$ cat src/tbc_pkg.sv
// Shared constants, types and register indexes of the blob centroid block.
package tbc_pkg;

  localparam int MAX_WIDTH  = 1024;
  localparam int MAX_HEIGHT = 1024;
  localparam int FRAC_BITS  = 4;

  localparam int COL_W   = $clog2(MAX_WIDTH);
  localparam int ROW_W   = $clog2(MAX_HEIGHT);
  localparam int SIZE_W  = 11;
  localparam int PIX_W   = 8;
  localparam int CNT_W   = 21;
  localparam int SUM_W   = 30;
  localparam int CFG_IDX_W  = 2;
  localparam int CFG_DATA_W = 21;

  localparam int CENT_W  = 14;
  localparam int CONF_W  = 9;
  localparam int CONF_SHIFT = 6;

  localparam int DIV_W     = SUM_W + FRAC_BITS;
  localparam int DIVISOR_W = CNT_W;
  localparam int STEP_W    = $clog2(DIV_W);

  localparam int QUEUE_DEPTH = 2;
  localparam int QPTR_W      = $clog2(QUEUE_DEPTH);
  localparam int QCNT_W      = $clog2(QUEUE_DEPTH + 1);

  localparam logic [CONF_W-1:0] CONF_FULL = CONF_W'(256);

  localparam logic [CFG_IDX_W-1:0] REG_BRIGHT_THRESHOLD = CFG_IDX_W'(0);
  localparam logic [CFG_IDX_W-1:0] REG_MIN_AREA         = CFG_IDX_W'(1);
  localparam logic [CFG_IDX_W-1:0] REG_FRAME_WIDTH      = CFG_IDX_W'(2);
  localparam logic [CFG_IDX_W-1:0] REG_FRAME_HEIGHT     = CFG_IDX_W'(3);

  typedef struct packed {
    logic [SUM_W-1:0] sum_col;
    logic [SUM_W-1:0] sum_row;
    logic [CNT_W-1:0] count;
    logic [CNT_W-1:0] min_area;
  } frame_totals_t;

  typedef struct packed {
    logic          push;
    frame_totals_t totals;
  } queue_push_t;

  typedef struct packed {
    logic          valid;
    logic          full;
    frame_totals_t totals;
  } queue_head_t;

  typedef struct packed {
    logic                 start;
    logic [DIV_W-1:0]     dividend;
    logic [DIVISOR_W-1:0] divisor;
  } div_req_t;

  typedef struct packed {
    logic             done;
    logic [DIV_W-1:0] quotient;
  } div_rsp_t;

  typedef enum logic [2:0] {
    B_IDLE,
    B_LOAD,
    B_DIV_COL,
    B_DIV_ROW,
    B_DIV_CONF,
    B_OUT
  } back_state_t;

  typedef enum logic [1:0] {
    DIV_COL,
    DIV_ROW,
    DIV_CONF
  } div_op_t;

endpackage

$ cat src/threshold_blob_centroid.sv
// Top level of the thresholded blob centroid block.
//
//   channel   direction  handshake                      payload
//   pixel     in         pixel_valid / pixel_ready      pixel
//   result    out        result_valid / result_ready    detected, centroid_col,
//                                                       centroid_row, area, confidence
//   config    in         cfg_wen (no wait)              cfg_index, cfg_data
//
// Pixels are taken at one per cycle; the front end stalls every pixel while
// two frame totals already wait in the queue.
// The back end runs k 34-step divisions on the shared divider for a frame,
// where k is 0 when nothing is detected, 2 for a zero minimum area and
// otherwise 3, and then waits for result_ready.
// Reset clears the position counters, sums, queue and back end, and loads the
// registers with their default values.
module threshold_blob_centroid
  import tbc_pkg::*;
(
  input  logic                  clk,
  input  logic                  rst,
  input  logic                  pixel_valid,
  output logic                  pixel_ready,
  input  logic [PIX_W-1:0]      pixel,
  output logic                  result_valid,
  input  logic                  result_ready,
  output logic                  detected,
  output logic [CENT_W-1:0]     centroid_col,
  output logic [CENT_W-1:0]     centroid_row,
  output logic [CNT_W-1:0]      area,
  output logic [CONF_W-1:0]     confidence,
  input  logic                  cfg_wen,
  input  logic [CFG_IDX_W-1:0]  cfg_index,
  input  logic [CFG_DATA_W-1:0] cfg_data
);

  // Configuration registers. The user must write them only while the block is idle;
  // both halves use them directly, and the block itself does not enforce this.
  logic [PIX_W-1:0]  bright_threshold;
  logic [CNT_W-1:0]  min_area;
  logic [SIZE_W-1:0] frame_width;
  logic [SIZE_W-1:0] frame_height;

  queue_push_t qpush;
  queue_head_t head;
  logic        pop;
  div_req_t    dreq;
  div_rsp_t    drsp;

  always_ff @(posedge clk) begin
    if (rst) begin
      bright_threshold <= PIX_W'(128);
      min_area         <= CNT_W'(4);
      frame_width      <= SIZE_W'(640);
      frame_height     <= SIZE_W'(480);
    end else if (cfg_wen) begin
      case (cfg_index)
        REG_BRIGHT_THRESHOLD: bright_threshold <= cfg_data[PIX_W-1:0];
        REG_MIN_AREA:         min_area         <= cfg_data[CNT_W-1:0];
        REG_FRAME_WIDTH:      frame_width      <= cfg_data[SIZE_W-1:0];
        REG_FRAME_HEIGHT:     frame_height     <= cfg_data[SIZE_W-1:0];
        default: begin
          bright_threshold <= bright_threshold;
        end
      endcase
    end
  end

  // The front end accumulates each frame and hands its totals over at the
  // last pixel.
  tbc_front u_front (
    .clk              (clk),
    .rst              (rst),
    .pixel_valid      (pixel_valid),
    .pixel_ready      (pixel_ready),
    .pixel            (pixel),
    .bright_threshold (bright_threshold),
    .min_area         (min_area),
    .frame_width      (frame_width),
    .frame_height     (frame_height),
    .queue_full       (head.full),
    .qpush            (qpush)
  );

  // The queue lets the pixel stream run on while an earlier frame is divided.
  tbc_queue u_queue (
    .clk   (clk),
    .rst   (rst),
    .qpush (qpush),
    .pop   (pop),
    .head  (head)
  );

  // One divider serves the column, row and confidence quotients in turn.
  tbc_div u_div (
    .clk (clk),
    .rst (rst),
    .req (dreq),
    .rsp (drsp)
  );

  // The back end holds each result in its output register until it is taken.
  tbc_back u_back (
    .clk          (clk),
    .rst          (rst),
    .head         (head),
    .pop          (pop),
    .dreq         (dreq),
    .drsp         (drsp),
    .result_valid (result_valid),
    .result_ready (result_ready),
    .detected     (detected),
    .centroid_col (centroid_col),
    .centroid_row (centroid_row),
    .area         (area),
    .confidence   (confidence)
  );

endmodule

$ cat src/tbc_front.sv
// Front end: pixel position tracking, thresholding and per-frame accumulation.
module tbc_front
  import tbc_pkg::*;
(
  input  logic                  clk,
  input  logic                  rst,
  input  logic                  pixel_valid,
  output logic                  pixel_ready,
  input  logic [PIX_W-1:0]      pixel,
  input  logic [PIX_W-1:0]      bright_threshold,
  input  logic [CNT_W-1:0]      min_area,
  input  logic [SIZE_W-1:0]     frame_width,
  input  logic [SIZE_W-1:0]     frame_height,
  input  logic                  queue_full,
  output queue_push_t           qpush
);

  logic [COL_W-1:0]  col;
  logic [ROW_W-1:0]  row;
  logic [SUM_W-1:0]  sum_col;
  logic [SUM_W-1:0]  sum_row;
  logic [CNT_W-1:0]  count;

  logic [SIZE_W-1:0] w_eff;
  logic [SIZE_W-1:0] h_eff;
  logic [SIZE_W-1:0] col_inc;
  logic [SIZE_W-1:0] row_inc;
  logic              bright;
  logic              accept;
  logic              row_end;
  logic              frame_end;
  logic [SUM_W-1:0]  sum_col_next;
  logic [SUM_W-1:0]  sum_row_next;
  logic [CNT_W-1:0]  count_next;

  // Out-of-range sizes are clamped to the supported frame.
  always_comb begin
    if (frame_width == '0) begin
      w_eff = SIZE_W'(1);
    end else if (frame_width > SIZE_W'(MAX_WIDTH)) begin
      w_eff = SIZE_W'(MAX_WIDTH);
    end else begin
      w_eff = frame_width;
    end
    if (frame_height == '0) begin
      h_eff = SIZE_W'(1);
    end else if (frame_height > SIZE_W'(MAX_HEIGHT)) begin
      h_eff = SIZE_W'(MAX_HEIGHT);
    end else begin
      h_eff = frame_height;
    end
  end

  assign pixel_ready = !queue_full;
  assign accept      = pixel_valid && pixel_ready;
  assign bright      = pixel >= bright_threshold;
  assign col_inc     = SIZE_W'(col) + SIZE_W'(1);
  assign row_inc     = SIZE_W'(row) + SIZE_W'(1);
  assign row_end     = col_inc >= w_eff;
  assign frame_end   = row_end && (row_inc >= h_eff);

  assign sum_col_next = bright ? sum_col + SUM_W'(col) : sum_col;
  assign sum_row_next = bright ? sum_row + SUM_W'(row) : sum_row;
  assign count_next   = bright ? count + CNT_W'(1) : count;

  assign qpush.push            = accept && frame_end;
  assign qpush.totals.sum_col  = sum_col_next;
  assign qpush.totals.sum_row  = sum_row_next;
  assign qpush.totals.count    = count_next;
  assign qpush.totals.min_area = min_area;

  always_ff @(posedge clk) begin
    if (rst) begin
      col     <= '0;
      row     <= '0;
      sum_col <= '0;
      sum_row <= '0;
      count   <= '0;
    end else if (accept) begin
      if (!row_end) begin
        col <= col_inc[COL_W-1:0];
      end else begin
        col <= '0;
      end
      if (frame_end) begin
        row     <= '0;
        sum_col <= '0;
        sum_row <= '0;
        count   <= '0;
      end else begin
        if (row_end) begin
          row <= row_inc[ROW_W-1:0];
        end
        sum_col <= sum_col_next;
        sum_row <= sum_row_next;
        count   <= count_next;
      end
    end
  end

endmodule

$ cat src/tbc_queue.sv
// Short queue of frame totals between the front end and the back end.
module tbc_queue
  import tbc_pkg::*;
(
  input  logic        clk,
  input  logic        rst,
  input  queue_push_t qpush,
  input  logic        pop,
  output queue_head_t head
);

  frame_totals_t     mem [QUEUE_DEPTH];
  logic [QPTR_W-1:0] wr_ptr;
  logic [QPTR_W-1:0] rd_ptr;
  logic [QCNT_W-1:0] fill;
  logic              do_push;
  logic              do_pop;

  assign head.valid  = fill != '0;
  assign head.full   = fill == QCNT_W'(QUEUE_DEPTH);
  assign head.totals = mem[rd_ptr];
  assign do_push     = qpush.push && !head.full;
  assign do_pop      = pop && head.valid;

  always_ff @(posedge clk) begin
    if (do_push) begin
      mem[wr_ptr] <= qpush.totals;
    end
  end

  always_ff @(posedge clk) begin
    if (rst) begin
      wr_ptr <= '0;
      rd_ptr <= '0;
      fill   <= '0;
    end else begin
      if (do_push) begin
        wr_ptr <= wr_ptr + QPTR_W'(1);
      end
      if (do_pop) begin
        rd_ptr <= rd_ptr + QPTR_W'(1);
      end
      if (do_push && !do_pop) begin
        fill <= fill + QCNT_W'(1);
      end else if (do_pop && !do_push) begin
        fill <= fill - QCNT_W'(1);
      end
    end
  end

endmodule

$ cat src/tbc_div.sv
// Restoring divider that produces one quotient bit per cycle.
module tbc_div
  import tbc_pkg::*;
(
  input  logic     clk,
  input  logic     rst,
  input  div_req_t req,
  output div_rsp_t rsp
);

  logic [DIV_W-1:0]     quo;
  logic [DIVISOR_W-1:0] rem;
  logic [DIVISOR_W-1:0] dvs;
  logic [STEP_W-1:0]    step;
  logic                 busy;
  logic                 done;
  logic [DIVISOR_W:0]   rem_sh;
  logic [DIVISOR_W:0]   diff;

  // Shift the next dividend bit into the remainder and try a subtraction.
  assign rem_sh = {rem, quo[DIV_W-1]};
  assign diff   = rem_sh - {1'b0, dvs};

  assign rsp.done     = done;
  assign rsp.quotient = quo;

  always_ff @(posedge clk) begin
    if (req.start) begin
      quo <= req.dividend;
      rem <= '0;
      dvs <= req.divisor;
    end else if (busy) begin
      if (!diff[DIVISOR_W]) begin
        rem <= diff[DIVISOR_W-1:0];
        quo <= {quo[DIV_W-2:0], 1'b1};
      end else begin
        rem <= rem_sh[DIVISOR_W-1:0];
        quo <= {quo[DIV_W-2:0], 1'b0};
      end
    end
  end

  always_ff @(posedge clk) begin
    if (rst) begin
      busy <= 1'b0;
      done <= 1'b0;
      step <= '0;
    end else begin
      done <= 1'b0;
      if (req.start) begin
        busy <= 1'b1;
        step <= '0;
      end else if (busy) begin
        step <= step + STEP_W'(1);
        if (step == STEP_W'(DIV_W - 1)) begin
          busy <= 1'b0;
          done <= 1'b1;
        end
      end
    end
  end

endmodule

$ cat src/tbc_back.sv
// Back end: per-frame detection decision, centroid and confidence divisions.
module tbc_back
  import tbc_pkg::*;
(
  input  logic              clk,
  input  logic              rst,
  input  queue_head_t       head,
  output logic              pop,
  output div_req_t          dreq,
  input  div_rsp_t          drsp,
  output logic              result_valid,
  input  logic              result_ready,
  output logic              detected,
  output logic [CENT_W-1:0] centroid_col,
  output logic [CENT_W-1:0] centroid_row,
  output logic [CNT_W-1:0]  area,
  output logic [CONF_W-1:0] confidence
);

  back_state_t       state;
  back_state_t       state_next;
  frame_totals_t     tot;
  logic [CENT_W-1:0] qcol;
  logic [CENT_W-1:0] qrow;

  logic              det;
  logic              min_zero;
  div_op_t           op;
  logic              load_col;
  logic              load_row;
  logic              out_load;
  logic              out_det;
  logic [CENT_W-1:0] out_row;
  logic [CONF_W-1:0] out_conf;
  logic [CONF_W-1:0] conf_clamped;

  assign det      = (tot.count != '0) && (tot.count >= tot.min_area);
  assign min_zero = tot.min_area == '0;
  assign conf_clamped = (drsp.quotient > DIV_W'(CONF_FULL)) ? CONF_FULL
                                                             : drsp.quotient[CONF_W-1:0];

  always_comb begin
    state_next = state;
    case (state)
      B_IDLE: begin
        if (head.valid) begin
          state_next = B_LOAD;
        end
      end
      B_LOAD: begin
        state_next = det ? B_DIV_COL : B_OUT;
      end
      B_DIV_COL: begin
        if (drsp.done) begin
          state_next = B_DIV_ROW;
        end
      end
      B_DIV_ROW: begin
        if (drsp.done) begin
          state_next = min_zero ? B_OUT : B_DIV_CONF;
        end
      end
      B_DIV_CONF: begin
        if (drsp.done) begin
          state_next = B_OUT;
        end
      end
      B_OUT: begin
        if (result_ready) begin
          state_next = B_IDLE;
        end
      end
      default: begin
        state_next = B_IDLE;
      end
    endcase
  end

  always_comb begin
    pop        = 1'b0;
    dreq.start = 1'b0;
    op         = DIV_COL;
    load_col   = 1'b0;
    load_row   = 1'b0;
    out_load   = 1'b0;
    out_det    = 1'b0;
    out_row    = qrow;
    out_conf   = '0;
    case (state)
      B_IDLE: begin
        pop = head.valid;
      end
      B_LOAD: begin
        if (det) begin
          dreq.start = 1'b1;
          op         = DIV_COL;
        end else begin
          out_load = 1'b1;
        end
      end
      B_DIV_COL: begin
        if (drsp.done) begin
          load_col   = 1'b1;
          dreq.start = 1'b1;
          op         = DIV_ROW;
        end
      end
      B_DIV_ROW: begin
        if (drsp.done) begin
          load_row = 1'b1;
          if (min_zero) begin
            out_load = 1'b1;
            out_det  = 1'b1;
            out_row  = drsp.quotient[CENT_W-1:0];
            out_conf = CONF_FULL;
          end else begin
            dreq.start = 1'b1;
            op         = DIV_CONF;
          end
        end
      end
      B_DIV_CONF: begin
        if (drsp.done) begin
          out_load = 1'b1;
          out_det  = 1'b1;
          out_conf = conf_clamped;
        end
      end
      default: begin
        pop = 1'b0;
      end
    endcase
  end

  // Operands of the shared divider.
  always_comb begin
    case (op)
      DIV_COL: begin
        dreq.dividend = {tot.sum_col, FRAC_BITS'(0)};
        dreq.divisor  = tot.count;
      end
      DIV_ROW: begin
        dreq.dividend = {tot.sum_row, FRAC_BITS'(0)};
        dreq.divisor  = tot.count;
      end
      DIV_CONF: begin
        dreq.dividend = DIV_W'({tot.count, CONF_SHIFT'(0)});
        dreq.divisor  = tot.min_area;
      end
      default: begin
        dreq.dividend = '0;
        dreq.divisor  = tot.count;
      end
    endcase
  end

  assign result_valid = state == B_OUT;

  always_ff @(posedge clk) begin
    if (rst) begin
      state <= B_IDLE;
    end else begin
      state <= state_next;
    end
  end

  always_ff @(posedge clk) begin
    if (pop) begin
      tot <= head.totals;
    end
    if (load_col) begin
      qcol <= drsp.quotient[CENT_W-1:0];
    end
    if (load_row) begin
      qrow <= drsp.quotient[CENT_W-1:0];
    end
    if (out_load) begin
      detected     <= out_det;
      centroid_col <= out_det ? qcol : '0;
      centroid_row <= out_det ? out_row : '0;
      area         <= out_det ? tot.count : '0;
      confidence   <= out_conf;
    end
  end

endmodule

$ cat config.mk
export PLATFORM = sky130hd
export DESIGN_NAME = threshold_blob_centroid
export DESIGN_NICKNAME = d
export VERILOG_FILES = /design/src/tbc_pkg.sv /design/src/threshold_blob_centroid.sv /design/src/tbc_front.sv /design/src/tbc_queue.sv /design/src/tbc_div.sv /design/src/tbc_back.sv
export SDC_FILE = /design/constraint.sdc
export NUM_CORES = 1
export LEC_CHECK = 0
export ABC_AREA = 1
export BUFFER_PORTS_ARGS = -buffer_cell sky130_fd_sc_hd__buf_2
export CORE_ASPECT_RATIO = 0.7
export CORE_MARGIN = 3
export CORE_UTILIZATION = 45
export CTS_BUF_LIST = sky130_fd_sc_hd__clkbuf_4
export CTS_CLUSTER_DIAMETER = 60
export DETAILED_ROUTE_END_ITERATION = 12
export SKIP_LAST_GASP = 1
export SYNTH_ARGS = -nofsm -noshare
export SYNTH_HDL_FRONTEND = slang
export SYNTH_HIERARCHICAL = 1
export SYNTH_SLANG_ARGS = --single-unit
$ cat constraint.sdc
create_clock -name clk -period 9.78 [get_ports clk]
set_input_delay 1.956 -clock clk [delete_from_list [all_inputs] [get_ports clk]]
set_output_delay 1.956 -clock clk [all_outputs]
set_load 0.02 [all_outputs]
==> results of run 1 <==
-- cell type report --
class | instances | area, um^2 | share of cell area, %
Sequential cell | 637 | 17240 | 49.51
Multi-Input combinational cell | 2252 | 12260 | 35.20
Clock buffer | 232 | 1742 | 5.002
Inverter | 409 | 1538 | 4.416
Tap cell | 902 | 1129 | 3.241
Timing Repair Buffer | 114 | 618.1 | 1.775
Clock inverter | 49 | 279.0 | 0.8013
Antenna cell | 7 | 17.52 | 0.05031
-- kinds of logic after synthesis --
family                     after synthesis  share of synthesized area [%]
muxes                                  102                          4.566
buffers and inverters                  534                          7.212
adders and majority gates              101                          4.053
DFF                                    637                          54.32
xor gates and xnor gates                69                          2.070
and+or+nand+nor                       1681                          22.53
other                                    1                        0.01182
AOI/OAI and AO/OA                      295                          5.236
-- routing by layer --
| metal | global-route usage [%] | up-vias | routed length (um) |
|---|---|---|---|
| li1 | - | 11610 | - |
| met1 | 32.92 | 10440 | 39240 |
| met2 | 27.12 | 682 | 29540 |
| met3 | 5.662 | 93 | 6307 |
| met4 | 6.092 | 2 | 1257 |
| met5 | 0 | - | 17 |
-- worst max-delay path, stage by stage, from the launching register on --
cell and delay (ps):
sky130_fd_sc_hd__edfxtp_1 500, sky130_fd_sc_hd__nor2_1 140, sky130_fd_sc_hd__nand3_1 70, sky130_fd_sc_hd__nor2_1 140
sky130_fd_sc_hd__nand3_2 200, sky130_fd_sc_hd__nand2_4 500, sky130_fd_sc_hd__inv_2 130, sky130_fd_sc_hd__nor2_4 640
sky130_fd_sc_hd__nand2_2 440, sky130_fd_sc_hd__buf_4 410, sky130_fd_sc_hd__nor2_2 850, sky130_fd_sc_hd__nand3_1 250
sky130_fd_sc_hd__nand2_1 100
-- state kept, by name, indices dropped and copies added, names as in the netlist, 2 cells and up, named ones only --
signal	count
u_front/sum_col	30
u_div/rem	21
u_back/tot	102
frame_width	11
u_queue/mem	204
frame_height	11
u_div/quo	34
bright_threshold	8
u_back/confidence	9
u_back/area	21
u_div/dvs	21
min_area	21
u_back/qrow	14
u_front/count	21
u_div/step	6
u_queue/fill	2
u_back/qcol	14
u_front/row	10
u_front/col	10
u_back/centroid_col	14
u_front/sum_row	30
u_back/state	3
u_back/centroid_row	14
-- power by group --
| group | internal [mW] | leakage (nW) | total, mW | switching, mW |
|---|---|---|---|---|
| Clock | 1.17 | 1.20 | 2.25 | 1.09 |
| Sequential | 3.01 | 5.70 | 3.08 | 0.0736 |
| Combinational | 0.162 | 7.93 | 0.572 | 0.409 |
| Total | 4.34 | 14.8 | 5.91 | 1.57 |
-- per-stage QoR --
stage | util, % | worst slack (ps) | hold slack (ps) | area [um^2] | power [mW]
5_1_grt | 50.48 | 4873 | 473.5 | 34810 | 6.229
3_5_place_dp | 47.53 | 4817 | 438.9 | 32780 | 3.710
3_3_place_gp | 47.53 | 4867 | 438.4 | 32780 | 3.704
4_1_cts | 50.46 | 5323 | 452.9 | 34800 | 5.990
2_1_floorplan | - | 2483 | 422.4 | 31740 | 3.538
6_report | 50.49 | 5332 | 450.5 | 34820 | 5.908
-- synthesized netlist by cell type, drive strengths merged, types with 21 or more instances --
master  count
nand4      51
nor3       43
o211ai     21
nand3     165
mux2      102
o21ai      79
buf        84
inv       406
xnor2      37
clkbuf     41
nor2      301
xor2       32
nand2    1087
edfxtp    448
a21oi     158
ha         98
dfxtp     189
-- cells in the final DEF (no fill, tap or decap), drive strengths merged, types with 4 or more instances in the layout --
cell type and count:
nand2 1087, a22o 9, a21oi 158, clkbuf 232, a21boi 13, o21ai 79, xor2 32, nand3b 11
inv 411, nand3 165, mux2 102, diode 7, conb 4, o211ai 21, a32o 4, nor2 301
ha 98, nand4 51, dfxtp 189, buf 114, o21bai 6, edfxtp 448, clkinv 42, xnor2 37
and2 8, nor4 11, nor3 43
-- path summary, 6_finish.rpt --
| check | from | to | slack (ps) |
|---|---|---|---|
| setup / recovery | u_back/tot[0] | u_div/rem[11] | 5330 |
| hold / removal | min_area[17] | u_queue/mem[0][17] | 450 |
| setup reg to reg | u_back/tot[0] | u_div/rem[11] | 5330 |
| hold reg to reg | min_area[17] | u_queue/mem[0][17] | 450 |
==> results list, run 1 <==
- Arrival time at the worst endpoint: 5360 ps
- The first global-routing pass estimated 119.4 mm of wire.
- CTS placed an instance of sky130_fd_sc_hd__clkbuf_4 at the clock tree root.
* Number of antenna violations at the first check in global routing: 7
- After clock tree synthesis, the clock-pin slew on the worst setup and hold paths is 70 ps.
* Count of non-filler cells in the finished layout: 4602
- By area the synthesized netlist is led by sky130_fd_sc_hd__edfxtp_1 (42%), sky130_fd_sc_hd__nand2_1 (13%), sky130_fd_sc_hd__dfxtp_1 (12%).
- Startpoint kind of the worst setup timing path: flip-flop
- Average wire per standard cell: 16.59 um
- Of the available clock period, the critical path in the final layout requires 45.48%.
* Die height: ~230 um
- Yosys warning total: 6
* Iteration-0 DRC Markers: between 2000 and 2500
* Largest net degree at the start of global routing: 82
- In this run the tool buffered the top-level ports with 96 buffer cells.
- Count of fill cells added during filler insertion: 6575
- Vias in the first global route: 20990
- Worst hold stages: 0
* Initial core utilization: between 40% and 50%
- CTS built an H-tree with a depth of 4.
- The number of hold violations in the final report came to 0.
* Core box area: 0.06897 mm^2
- Summed over its instances, the top area cell type makes up 42.39% of the synthesized netlist area.
- Floorplan die area: 0.07379 mm^2
- The number of hold buffers added after CTS was 0.
- Highest clock rate: ~0.22 GHz
* Overall fraction of global-route tracks in use: roughly 21%
- Post-synthesis cell type with the largest combined area: sky130_fd_sc_hd__edfxtp_1
- The clock passes through at most 3 buffers.
- Max-cap violation count: 0
- At the end of the flow, the number of nets in the layout was 3708.
* Worst slew margin relative to its limit: 30.22%
- Clock buffer count from CTS: 157
* Flip-flop and latch count after synthesis: 637
- Total of cells resized after clock tree synthesis: 0
- # Post-CTS Setup Buffers: 0
- Compared with the post-synthesis result, the final layout area differs by 9.727%.
- Final total negative setup slack: 0 ps
- Cell leakage power: 14.83 nW
- The congestion estimate from routability-driven global placement came to between 0.8 and 0.9.
- After legalization and detailed placement, the total HPWL measured 52.95 mm.
- Unique masters post-synth: 53
- Iteration count of the initial detailed-routing pass: 5
* Std-Cell Rows: 80
- Peak fanout along the critical path: 62
- Worst Tran Pin Value: roughly 1000 ps
* Post-synthesis cell count: between 3000 and 4000
- Unrepaired setup endpoints after global routing: false
- Class of the worst hold path: reg -> reg
- The most used flip-flop cell after synthesis is sky130_fd_sc_hd__edfxtp_1.
* Asr flop ratio synth: 0%
* Type of the worst setup path: reg -> reg
- After global routing the overflow that remains totals 0.
* Antenna viol nets, final: 0
- After detailed routing, the number of vias per cell comes to 4.961.
* Die outline width: about 320 um
- Setup violations remaining at the end of the flow were counted as 0.
- IR analysis of the VDD net gives a maximum drop of 0.07658 mV.
- Cells after DPL: ~4300
- 97 I/O pins were placed.
* Clock Skew: 63.84 ps
* Summed instance area of the synthesized netlist: between 0.03 and 0.04 mm^2
- Counting cells, the worst reg-to-reg path comes to 12.
- Layout cells sized above 1: 15.54%
* Required time at the worst-slack endpoint: ~11000 ps
- Min Clock Period, post-route: 4448 ps
- For the worst-skew pair, the clock arrives at the later sink with an insertion delay of a little under 1000 ps.
- The synthesized design contains about 450 enable-type register cells.
- After detailed routing, the total wire length is approximately 76 mm.
- The run finished with clean final reports.
- The clock net in this run drives a total of roughly 640 sinks.
* Max-slew violations: 0
- P per Cell Area: 169.7 mW/mm^2
* Portion of the post-synthesis area used by sequential elements: a little over half
- Worst Setup End Kind: flip-flop
- TritonCTS built the clock tree.
- DRC: 0
- Total number of vias: 22830
- Dividing the synthesized area by the synthesized cell count gives 9.279 um^2.
Power figures use the tool's default switching activity.
==> run 2, diff against run 1 <==
- ABC_AREA: 1 -> 0
- clock period: 9.78 -> 4.5 ns (I/O delays scaled with it)
==> run 2 against run 1 <==
  * Final cell count shrank 21%
  * Combinational power grew to 2.6 times the previous value
  * Non-clock buffer count grew 23
  * Sequential share of layout area grew 2.3 points
  * Global-route usage is essentially flat
  * Wire length shrank 4.4%
  * Power grew 120%
  * Area after synthesis shrank 5.5%
  * First-iteration DRC count grew 0.82%
  * Register-to-register slack lost 5000 ps
  * Highest routed layer is now met4
==> results list, run 2 <==
- Worst Tran Pin Value: approximately 1200 ps
- Cells after DPL: 3378
- Worst reg2reg startpoint: u_front/col[0]
- Iteration count of the initial detailed-routing pass: 8
- CTS Root Cell: sky130_fd_sc_hd__clkbuf_4
* Summed instance area of the synthesized netlist: around 0.030 mm^2
- Prevailing post-synth register cell: sky130_fd_sc_hd__edfxtp_1
- For the worst setup path, the data required time is 5060 ps.
- Antenna viol nets, final: 0
- Iteration-0 DRC Markers: 2099
* Combinational share of power: 11.6%
- List of cells traversed by the critical path: ha_1, nand3_1, nor2_1, nand3_1, xnor2_1, ha_1, nand4_1, nand2b_1, a21o_1, nor2_1, inv_1, or3_4, clkinvlp_4, buf_12
- Clock transition at path regs: 70 ps
* DRC: 0
* TritonCTS clock tree: built
- At the end of routability-driven placement, the weighted congestion stood at between 0.8 and 0.9.
- Based on the critical path, the design can be clocked at up to 0.2390 GHz.
- After synthesis, flip-flops and latches occupy about 57% of the total area.
* Vias in the first global route: 19320
* Area share of xor/xnor cells in the synthesized design: 3.792%
- Core box area: 0.06539 mm^2
- On the worst path, the slowest cell contributes a delay of 460 ps.
- Total half-perimeter wirelength after legalization and detailed placement: 50.68 mm
- NetSw: 3.327 mW
* Final core occ: about half
- Of the total power, the share spent switching nets is 26.02%.
* Layout cells sized above 1: about a fifth
- Class of the worst hold path: in -> reg
- P per Cell Area: roughly 380 mW/mm^2
* Number of nets at the end of the flow: 2795
- Average wire per standard cell: 19.98 um
* Proportion of netlist area held by the largest area contributor: between 40% and 50%
* Peak fanout along the critical path: 81
- For this design the static power due to leakage is roughly 12 nW.
* PortBufs: 96
* Register area: 0.01725 mm^2
* Share of synthesized area spent on multiplexers: 7.050%
- Counting both buffers and inverters, the worst setup path holds a total of 3.
- Total of cells resized after clock tree synthesis: 0
* Post-synthesis cell type with the largest combined area: sky130_fd_sc_hd__edfxtp_1
- Post-synthesis cell count: 2503
* Adder-cell share of the synthesized area: under 10%
- In the post-synthesis netlist, the cell with the most instances is sky130_fd_sc_hd__edfxtp_1.
* Unique masters post-synth: 101
* Die height: 222 um
* Floorplan die area: 0.06984 mm^2
- In this run the mean area of a mapped cell was approximately 12 um^2.
- The initialized floorplan defines 78 standard-cell rows.
* Max-slew violations: 0
- The clock network is responsible for 38.1% of the overall power.
* Number of enable-type register cells in the synthesized netlist: 448
* Clock Skew: between 60 and 70 ps
* Asr flop ratio synth: 0%
- Min Clock Period, post-route: approximately 4200 ps
- Sequential share of power: 50.3%
- Area fraction in and, or, nand and nor cells after synthesis: 13.00%
* Cell type group with the largest total delay on the critical path: simple AND/OR/NAND/NOR gates
- During synthesis, Yosys emitted a total of 6 warnings.
- By count the netlist is led by sky130_fd_sc_hd__edfxtp_1 (448), sky130_fd_sc_hd__nand2_1 (217), sky130_fd_sc_hd__dfxtp_1 (189).
- First element of the critical path: u_front/col[0]
* Count of fill cells added during filler insertion: slightly below 6000
* Top flop regs: u_queue/mem x204, u_back/tot x102, u_div/quo x34
- Worst VDD drop: ~0.18 mV
- For the worst setup path, the data arrival time is 4740 ps.
* Cell type of the slowest stage on the worst timing path: sky130_fd_sc_hd__dfxtp_1
* Total power of the final layout: between 10 and 15 mW
- Final hold violation count: 0
- Count of non-filler cells in the finished layout: roughly 3700
- Setup violations, final: 0
- For this design the top-level I/O count stands at 97.
- Startpoint kind of the worst setup timing path: flip-flop
- Leaving out fill and tap cells, the most frequent cell in the layout is sky130_fd_sc_hd__edfxtp_1.
* Worst slew margin relative to its limit: 19.92%
- Result of the run: finished clean
- Flip-flop and latch count after synthesis: 637
* Clock buffer count from CTS: 158
- Relative to the synthesized area, the layout overhead comes to 11.00%.
- Number of antenna violations at the first check in global routing: 1
- Hold Buf Count CTS: 0
- Internal power comes to 9.459 mW.
* Type of the worst setup path: reg -> reg
* H-tree levels: 4
- Setup repair after global routing left no endpoint under its margin.
- Hold Crit Start: cfg_data[18]
* Wire length of the first global-routing pass: around 110 mm
- Highest-count cells in the layout ignoring fill and taps: sky130_fd_sc_hd__edfxtp_1 (448), sky130_fd_sc_hd__clkbuf_4 (232), sky130_fd_sc_hd__nand2_1 (217)
- Max-cap violation count: 0
- In the final layout, the multi-input gates occupy 0.01179 mm^2.
- Clock net sink count: 637
- Worst Setup End Kind: flip-flop
* Total number of vias: 20170
- Post-CTS timing repair inserted 0 buffers for setup.
- Final cycle utilization of the critical path: 92.97%
- Die outline width: 314.6 um
- Global routing consumed, over all layers together, between 20% and 30% of the routing resources.
- Using the TritonRoute via totals, the vias-per-cell ratio works out to 5.516.
* Initial core utilization: 45.87%
- Summed over all layers, the routed wires come to 73.03 mm.
- Summing the areas of all compound-gate instances in the mapped netlist gives 10.71% of the synthesized area.
- Clock latency on the worst-skew pair: between 900 and 1000 ps
* Main combinational cell family by area after synthesis: simple AND/OR/NAND/NOR gates
- Overflow left after global routing: 0
- Largest Register: u_queue/mem
- Deepest clock path buffer count: 3
- Max FFs per register: 204
- Largest net degree at the start of global routing: 82
- Biggest area contributors in the synthesized netlist: sky130_fd_sc_hd__edfxtp_1 (45%), sky130_fd_sc_hd__dfxtp_1 (13%), sky130_fd_sc_hd__mux2_2 (5.2%)
[run 2: power groups by stage]
stage,logic (mW),clock network [mW],registers (mW)
detailed placement,1.46,0,6.56
finish,1.48,4.87,6.43
CTS,1.47,5.04,6.43
global route,1.65,5.36,6.44
floorplan,1.18,0,6.52
global placement,1.44,0,6.56
[run 2: area by class of cell]
class,count,share of cell area [%]
Inverter,80,0.9132
Multi-Input combinational cell,1644,35.42
Clock buffer,232,5.231
Timing Repair Buffer,137,2.480
Clock inverter,44,0.8268
Sequential cell,637,51.81
Tap cell,880,3.307
Antenna cell,2,0.01503
[run 2: metrics by stage]
step                      TNS, ps  instance area [um^2]  hold WS [ps]  worst slack, ps
after floorplan             -2650                 30130         442.8           -975.5
after global placement          0                 31270         446.0            549.5
after detailed placement        0                 31270         449.3            444.6
after CTS                       0                 33290         65.71            384.7
after global routing            0                 33290         155.1            106.9
final                           0                 33290         216.2            316.2
[run 2: cells by family (layout without fill, tap and decap cells)]
logic type,Yosys count,in the layout
mux,194,194
other cells,1,6
flops,637,637
buf+inv,225,493
xor+xnor,129,129
simple gates,759,759
compound gates,457,457
fa+ha+maj,101,101
[run 2: path summary, 6_finish.rpt]
path              slack, ps  cells past startpoint                  to
hold / removal          220                      3        min_area[18]
setup reg to reg        320                     14  u_queue/mem[0][99]
setup / recovery        320                     14  u_queue/mem[0][99]
hold reg to reg         440                      0  u_queue/mem[1][11]
[run 2: metal layers]
metal	vias up	track usage (%)	share of wire, %
met1	9698	33.30	51
met5	-	0	0
met2	704	27.54	40
li1	9651	-	-
met3	114	3.868	7.1
met4	0	7.426	2.1
[run 2: worst register-to-register path, cell delays in order (launching register included)]
cell and delay (ps):
sky130_fd_sc_hd__dfxtp_1 460, sky130_fd_sc_hd__ha_1 240, sky130_fd_sc_hd__nand3_1 140, sky130_fd_sc_hd__nor2_1 200, sky130_fd_sc_hd__nand3_1 200, sky130_fd_sc_hd__xnor2_1 180
sky130_fd_sc_hd__ha_1 300, sky130_fd_sc_hd__nand4_1 100, sky130_fd_sc_hd__nand2b_1 300, sky130_fd_sc_hd__a21o_1 360, sky130_fd_sc_hd__nor2_1 260, sky130_fd_sc_hd__inv_1 120
sky130_fd_sc_hd__or3_4 420, sky130_fd_sc_hd__clkinvlp_4 100, sky130_fd_sc_hd__buf_12 350
